## config.mk

```make
export PLATFORM = sky130hd
export DESIGN_NAME = elfchk_back
export DESIGN_NICKNAME = d
export VERILOG_FILES = /design/src/hw/rtl/elfchk_pkg.sv /design/src/hw/rtl/elfchk_back.sv
export SDC_FILE = /design/constraint.sdc
export NUM_CORES = 1
export LEC_CHECK = 0
export ABC_AREA = 1
export ABC_CLOCK_PERIOD_IN_PS = 16700
export BUFFER_PORTS_ARGS = -buffer_cell sky130_fd_sc_hd__buf_2
export CAP_MARGIN = 30
export CORE_UTILIZATION = 45
export DETAILED_ROUTE_END_ITERATION = 16
export PLACE_DENSITY = 0.74
export SYNTH_ARGS = -nofsm -noshare
export SYNTH_HDL_FRONTEND = slang
export SYNTH_SLANG_ARGS = --single-unit
export TNS_END_PERCENT = 1
```

## constraint.sdc

```tcl
create_clock -name clk -period 16.7 [get_ports clk]
set_input_delay 1.67 -clock clk [delete_from_list [all_inputs] [get_ports clk]]
set_output_delay 1.67 -clock clk [all_outputs]
set_load 0.01 [all_outputs]
```

## src/hw/rtl/elfchk_pkg.sv

```systemverilog
`default_nettype none
package elfchk_pkg;

	localparam logic [31:0] ELF_MAGIC      = 32'h464C_457F;
	localparam logic [7:0]  CLASS_64       = 8'd2;
	localparam logic [7:0]  ORDER_LE       = 8'd1;
	localparam logic [15:0] PHDR_BYTES     = 16'd56;
	localparam logic [63:0] HEADER_BYTES   = 64'd64;
	localparam logic [31:0] SEG_LOAD       = 32'd1;
	localparam logic        MODE_HEADER    = 1'b0;
	localparam logic [63:0] MIN_LOAD_RESET = 64'h0000_0000_0040_0000;
	localparam logic [15:0] MACHINE_RESET  = 16'd62;
	localparam logic [63:0] SPAN_LOW_RESET = 64'hFFFF_FFFF_FFFF_FFFF;

	localparam logic REG_MIN_LOAD = 1'b0;
	localparam logic REG_MACHINE  = 1'b1;

	localparam logic [1:0] OP_HDR_FAIL = 2'd0;
	localparam logic [1:0] OP_HDR_OPEN = 2'd1;
	localparam logic [1:0] OP_HDR_ZERO = 2'd2;
	localparam logic [1:0] OP_SEG      = 2'd3;

	typedef struct packed {
		logic [1:0]  kind;
		logic        last;
		logic        load;
		logic        bad;
		logic        wrap;
		logic [63:0] addr;
		logic [63:0] top;
	} op_t;

	typedef struct packed {
		logic full;
		logic empty;
	} qstat_t;

endpackage
`default_nettype wire

```

## src/hw/rtl/elfchk_back.sv

```systemverilog
`default_nettype none
module elfchk_back (
	input  wire                   clk,
	input  wire                   arst_n,
	input  elfchk_pkg::op_t       op,
	input  elfchk_pkg::qstat_t    qstat,
	output logic                  pop,
	output logic                  out_valid,
	input  wire                   out_stall,
	output logic                  accepted,
	output logic [63:0]           entry_out,
	output logic [63:0]           span_start,
	output logic [63:0]           span_end
);
	import elfchk_pkg::*;

	logic        failed_q;
	logic [63:0] span_low_q;
	logic [63:0] span_high_q;
	logic [63:0] entry_q;
	logic        out_valid_q;
	logic        accepted_q;
	logic [63:0] entry_out_q;
	logic [63:0] span_start_q;
	logic [63:0] span_end_q;

	logic        emits;
	logic        nx_failed;
	logic [63:0] nx_low;
	logic [63:0] nx_high;
	logic        verdict;

	assign emits = (op.kind != OP_HDR_OPEN) && ((op.kind != OP_SEG) || op.last);
	assign pop   = !qstat.empty && (!emits || !out_valid_q || !out_stall);

	always_comb begin
		nx_failed = failed_q;
		nx_low    = span_low_q;
		nx_high   = span_high_q;
		if (op.load && !failed_q) begin
			if (op.bad) begin
				nx_failed = 1'b1;
			end else begin
				if (op.addr < span_low_q) begin
					nx_low = op.addr;
				end
				if (op.wrap) begin
					nx_failed = 1'b1;
				end else if (op.top > span_high_q) begin
					nx_high = op.top;
				end
			end
		end
	end

	assign verdict = !nx_failed && (entry_q >= nx_low) && (entry_q < nx_high);

	always_ff @(posedge clk or negedge arst_n) begin
		if (!arst_n) begin
			failed_q    <= 1'b0;
			span_low_q  <= SPAN_LOW_RESET;
			span_high_q <= '0;
			entry_q     <= '0;
		end else if (pop) begin
			case (op.kind)
				OP_SEG: begin
					failed_q    <= nx_failed;
					span_low_q  <= nx_low;
					span_high_q <= nx_high;
				end
				OP_HDR_OPEN: begin
					failed_q    <= 1'b0;
					span_low_q  <= SPAN_LOW_RESET;
					span_high_q <= '0;
					entry_q     <= op.addr;
				end
				default: begin
					failed_q    <= 1'b0;
					span_low_q  <= SPAN_LOW_RESET;
					span_high_q <= '0;
					entry_q     <= '0;
				end
			endcase
		end
	end

	always_ff @(posedge clk or negedge arst_n) begin
		if (!arst_n) begin
			out_valid_q <= 1'b0;
		end else if (pop && emits) begin
			out_valid_q <= 1'b1;
		end else if (!out_stall) begin
			out_valid_q <= 1'b0;
		end
	end

	always_ff @(posedge clk) begin
		if (pop && emits) begin
			if (op.kind == OP_SEG && verdict) begin
				accepted_q   <= 1'b1;
				entry_out_q  <= entry_q;
				span_start_q <= nx_low;
				span_end_q   <= nx_high;
			end else begin
				accepted_q   <= 1'b0;
				entry_out_q  <= '0;
				span_start_q <= '0;
				span_end_q   <= '0;
			end
		end
	end

	assign out_valid  = out_valid_q;
	assign accepted   = accepted_q;
	assign entry_out  = entry_out_q;
	assign span_start = span_start_q;
	assign span_end   = span_end_q;

endmodule
`default_nettype wire

```

Word-level counts from Yosys, hierarchy flattened:

Index checks and enable logic that the tools add are counted.

* output and inout port bits: 195
* flip-flop bits (word level): 387
* input port bits: 139

* eq/ne operators: 5
* mux-type cells: 17
* reduce and logical (&&, ||, !) cells: 17
* order comparisons: 4
* bitwise logic cells: 1

Operator list (count)
* 64-bit 2-to-1 mux: 9
* 64-bit less-than comparator: 2
* 64-bit one-hot mux with 2 select lines: 1
* 64-bit greater-or-equal comparator: 1
* 64-bit > comparator: 1
* 1-bit logical AND: 7
* 1-bit 2-to-1 mux: 7
* 1-bit zero test: 6
* 2-bit by 1-bit inequality test with 1-bit output, second input constant: 2
* 1-bit logical OR: 3
* 2-bit by 1-bit == test with 1-bit output, second input constant: 1
* 2-bit == test, second input constant: 1
* 2-bit inequality test, second input constant: 1
* 2-bit AND reduction: 1
* 1-bit inverter: 1

Depth between registers and ports, before layout:

* depth in word-level cells: 9
* depth in mapped cells: 36
* mapped depth without buffers: 32

Least setup slack after synthesis:

No wires, ideal clock.

* path type: input to register
* start: input op[132] in the netlist's numbering
* end: register accepted_q (netlist: accepted) (enable)
* path slack: 9.564 ns
* path buffers: 2
* cell stages on the path: 8
* library setup time: 0.545 ns
* data required time: 16.155 ns
* data arrival time: 6.592 ns
* cells stage by stage: inv_1 > a21oi_1 > inv_1 > a31oi_1 > clkbuf_1 > clkbuf_1 > nand2_1 > inv_1

* longest elaborated chain between the ends: 8

RTL lines
* from (decl): line elfchk_back.sv:5 `input elfchk_pkg::op_t op,`
* 2-bit inequality test: line elfchk_back.sv:33 `assign emits = (op.kind != OP_HDR_OPEN) && ((op.kind != OP_SEG) || op.last);`
* 1-bit logical OR: line elfchk_back.sv:33
* 1-bit logical AND *: line elfchk_back.sv:33
* 1-bit zero test: line elfchk_back.sv:34 `assign pop = !qstat.empty && (!emits || !out_valid_q || !out_stall);`
* 1-bit logical OR (2 in a row): line elfchk_back.sv:34
* 1-bit logical AND: line elfchk_back.sv:34
* 1-bit logical AND *: line elfchk_back.sv:98 `if (pop && emits) begin`
* to (signal assigned): line elfchk_back.sv:100 `accepted_q <= 1'b1;`
* to (signal assigned): line elfchk_back.sv:105 `accepted_q <= 1'b0;`
* to (decl): line elfchk_back.sv:22 `logic accepted_q;`

Every way passes the cells marked *; elsewhere a longest branch is shown, timed or not.
A chain may end at the register's enable or synchronous reset.

Worst setup path after layout:

* start: input op[123] in the netlist's numbering
* end: register entry_out_q[31] (netlist: entry_out[31]) (data pin)

* longest elaborated chain between the ends: 8

RTL lines
* 64-bit less-than comparator: line elfchk_back.sv:44 `if (op.addr < span_low_q) begin`
* 64-bit 2-to-1 mux *: line elfchk_back.sv:44
* 64-bit 2-to-1 mux *: line elfchk_back.sv:41 `if (op.bad) begin`
* 64-bit 2-to-1 mux *: line elfchk_back.sv:40 `if (op.load && !failed_q) begin`
* 64-bit greater-or-equal comparator *: line elfchk_back.sv:56 `assign verdict = !nx_failed && (entry_q >= nx_low) && (entry_q < nx_high);`
* 1-bit logical AND * (2 in a row): line elfchk_back.sv:56
* 1-bit logical AND *: line elfchk_back.sv:99 `if (op.kind == OP_SEG && verdict) begin`
* to (signal assigned): line elfchk_back.sv:101 `entry_out_q <= entry_q;`
* to (decl): line elfchk_back.sv:23 `logic [63:0] entry_out_q;`

Marked as above.

==> results.json <==
{
  "fmax_mhz": 107,
  "avgSynthCellArea_sq_um": 9.68,
  "ctsHoldBuffers": 0,
  "die_w_microns": 227,
  "via_count": 18300,
  "final_common_cell": "nand2_1",
  "timing.final.crit_share_pct": 55.9,
  "yosys_warnings": 0,
  "fin_crit_ns": 9.34,
  "p_leak_nw": 12.4,
  "final_antenna_net_count": 0,
  "path_max_fanout": 70,
  "htreeDepth": 2,
  "io_buffer_count": 332,
  "antenna_found_initial": 14,
  "synthArstFlopShare_pct": 50.1,
  "m1WireLength_mm": 25.6,
  "highest_layer": "met5",
  "synthCells": 2358,
  "clock_latency_ns": 0.57,
  "hold_viol": 0,
  "critical_path.slowest_cell": "buf_4",
  "vias_per_cell": 5.43,
  "cp-end-kind": "register",
  "clk_pin_slew_ns": 0.06,
  "ir_drop_uv": 93.9,
  "yosysSeqAreaShare_pct": 47.0,
  "num_io_pins": 334,
  "synth_edf_count": 193,
  "drive_gt1_share_pct": 25.0,
  "grt_start_max_net_pins": 196,
  "numCtsBuffers": 44,
  "worstMarginPinSlew_ns": 1.07,
  "finalSetupViolations": 0,
  "drtIter0Drc": 1410,
  "final_cell_mix": "nand2_1, buf_2, inv_1",
  "synth_cell_types": 38,
  "rows": 82,
  "cts_sinks": 387,
  "grt_pass1_vias": 18400,
  "crit_start": "op[123]",
  "nets": 3043,
  "drc": 0,
  "wire_per_inst_microns": 18.2,
  "wl_met2_mm": 29.7,
  "routabilityCongestion": 0.925,
  "grt_pass1_wl_mm": 95.5,
  "area_delta_synth_final_pct": 16.3,
  "post_cts_resized": 0,
  "synthFlopType": "edfxtp_1",
  "cts_root_buf": "clkbuf_16",
  "clock_path_buffers": 3,
  "die_area_sq_um": 51600,
  "track_usage_pct": 23.6,
  "ys_seq_elements": 387,
  "slew_headroom_pct": 28.8,
  "worstSetupPathType": "primary input to register",
  "syn-cell-area_sq_um": 22800,
  "wl_mm": 61.1,
  "drtPass1Iterations": 5,
  "status": "finished, final reports clean",
  "power_density_nw_per_um2": 98.2,
  "fin_util_pct": 53.0,
  "rsz0062_at_grt": "no",
  "slowest_delay_ns": 0.89,
  "postCtsSetupBuffers": 0,
  "syn_nets": 2751,
  "hp-class": "register to register",
  "crit_arrival_ns": 9.61,
  "hpwl_mm": 42.8,
  "worstPathRequired_ns": 16.97,
  "die_h_microns": 227,
  "r2r_start": "span_low_q[59]$_DFFE_PN1P_",
  "path_common_cell": "nand2_1",
  "setup-tns-final_ns": 0,
  "cts_tree": "done",
  "hold_start": "failed_q$_DFFE_PN0P_",
  "maxCapViolations": 0,
  "drv_slew": 0,
  "start_util_pct": 45.6,
  "met3_length_mm": 4.09,
  "skew_ns": 0.0188,
  "fp.coreArea_sq_um": 50100,
  "grt.overflow.total": 0,
  "start_kind": "primary input"
}
cell families (layout without fill, tap and decap cells):
group | Yosys count | count (layout) | share of synthesized area, %
AO/OA/AOI/OAI | 431 | 431 | 10.7
adder cells (fa/ha/maj) | 254 | 254 | 13.9
buffers and inverters | 412 | 740 | 7.87
flip-flops | 387 | 387 | 47.0
other | 0 | 7 | 0
AND/OR/NAND/NOR | 874 | 874 | 20.5
critical path: cells and delay by family:
family / cells / cell delay (ns)
fa+ha+maj: 2 / 0.61
buf+inv: 8 / 3.10
simple gates: 16 / 2.89
compound gates: 7 / 1.09
cell usage after synthesis, types with 11 or more instances:
library cell | count | area (sq um)
dfstp_2 | 64 | 1680
ha_1 | 254 | 3180
edfxtp_1 | 193 | 5800
nor2_1 | 73 | 274
dfrtp_1 | 130 | 3250
a211oi_1 | 14 | 105
inv_1 | 309 | 1160
o21ai_0 | 150 | 751
o22ai_1 | 128 | 801
nand4_1 | 25 | 156
nand3_1 | 150 | 751
nor3_1 | 13 | 65.1
nor2_2 | 69 | 432
nor2_4 | 100 | 1130
clkbuf_1 | 65 | 244
buf_12 | 11 | 220
nand2_1 | 367 | 1380
a21oi_1 | 112 | 561
and2_1 | 63 | 394
cell type report:
type                    instances  area [sq um]
inverters                     310          1170
flip-flops and latches        387         10700
well taps                     672           841
multi-input cells            1559         10400
clock inverters                30           442
repair buffers                348          1820
diodes                          7          17.5
fillers                      4455         23500
clock buffers                  52          1170
flip-flops by register name, summed over array words and instances, names as in the netlist, 64 cells and up:
signal,flops
entry_out,64
entry_q,64
span_end,64
span_high_q,64
span_low_q,64
span_start,64
final timing paths:
| path | to | slack [ns] | cells past startpoint |
|---|---|---|---|
| hold reg to reg | failed_q$_DFFE_PN0P_ | 0.55 | 2 |
| min in group asynchronous | entry_q[56]$_DFFE_PN0P_ | 1.16 | 1 |
| max in group asynchronous | entry_q[44]$_DFFE_PN0P_ | 14.18 | 2 |
| setup / recovery | entry_out[31]$_SDFFCE_PN0P_ | 7.36 | 33 |
| hold / removal | failed_q$_DFFE_PN0P_ | 0.55 | 2 |
| setup reg to reg | entry_out[31]$_SDFFCE_PN0P_ | 8.03 | 33 |
metal layers:
metal / vias up / track usage (%)
met1: 8858 / 29.8
met5: - / 0
met4: 12 / 8.36
met2: 617 / 40.3
li1: 8662 / -
met3: 108 / 4.59
power by group:
part,leakage (nW),internal [W],switching [W]
logic,7.31,0.000147,0.000286
clock network,0.782,0.000675,0.000406
registers,4.32,0.00106,0.0000318
per-stage QoR:
| step | setup slack (ns) | area, sq um | cells | total power [W] | hold WS, ns |
|---|---|---|---|---|---|
| after floorplan | 9.56 | 22800 | 2358 | 0.00139 | 0.513 |
| after global placement | 6.86 | 24900 | 3275 | 0.00152 | 0.530 |
| after detailed placement | 6.80 | 24900 | 3275 | 0.00154 | 0.542 |
| after CTS | 7.38 | 26500 | 3357 | 0.00262 | 0.550 |
| after global routing | 6.95 | 26500 | 3359 | 0.00272 | 0.567 |
| final | 7.36 | 26600 | 3365 | 0.00261 | 0.547 |
Note: power is estimated with default switching activity, not from simulation.
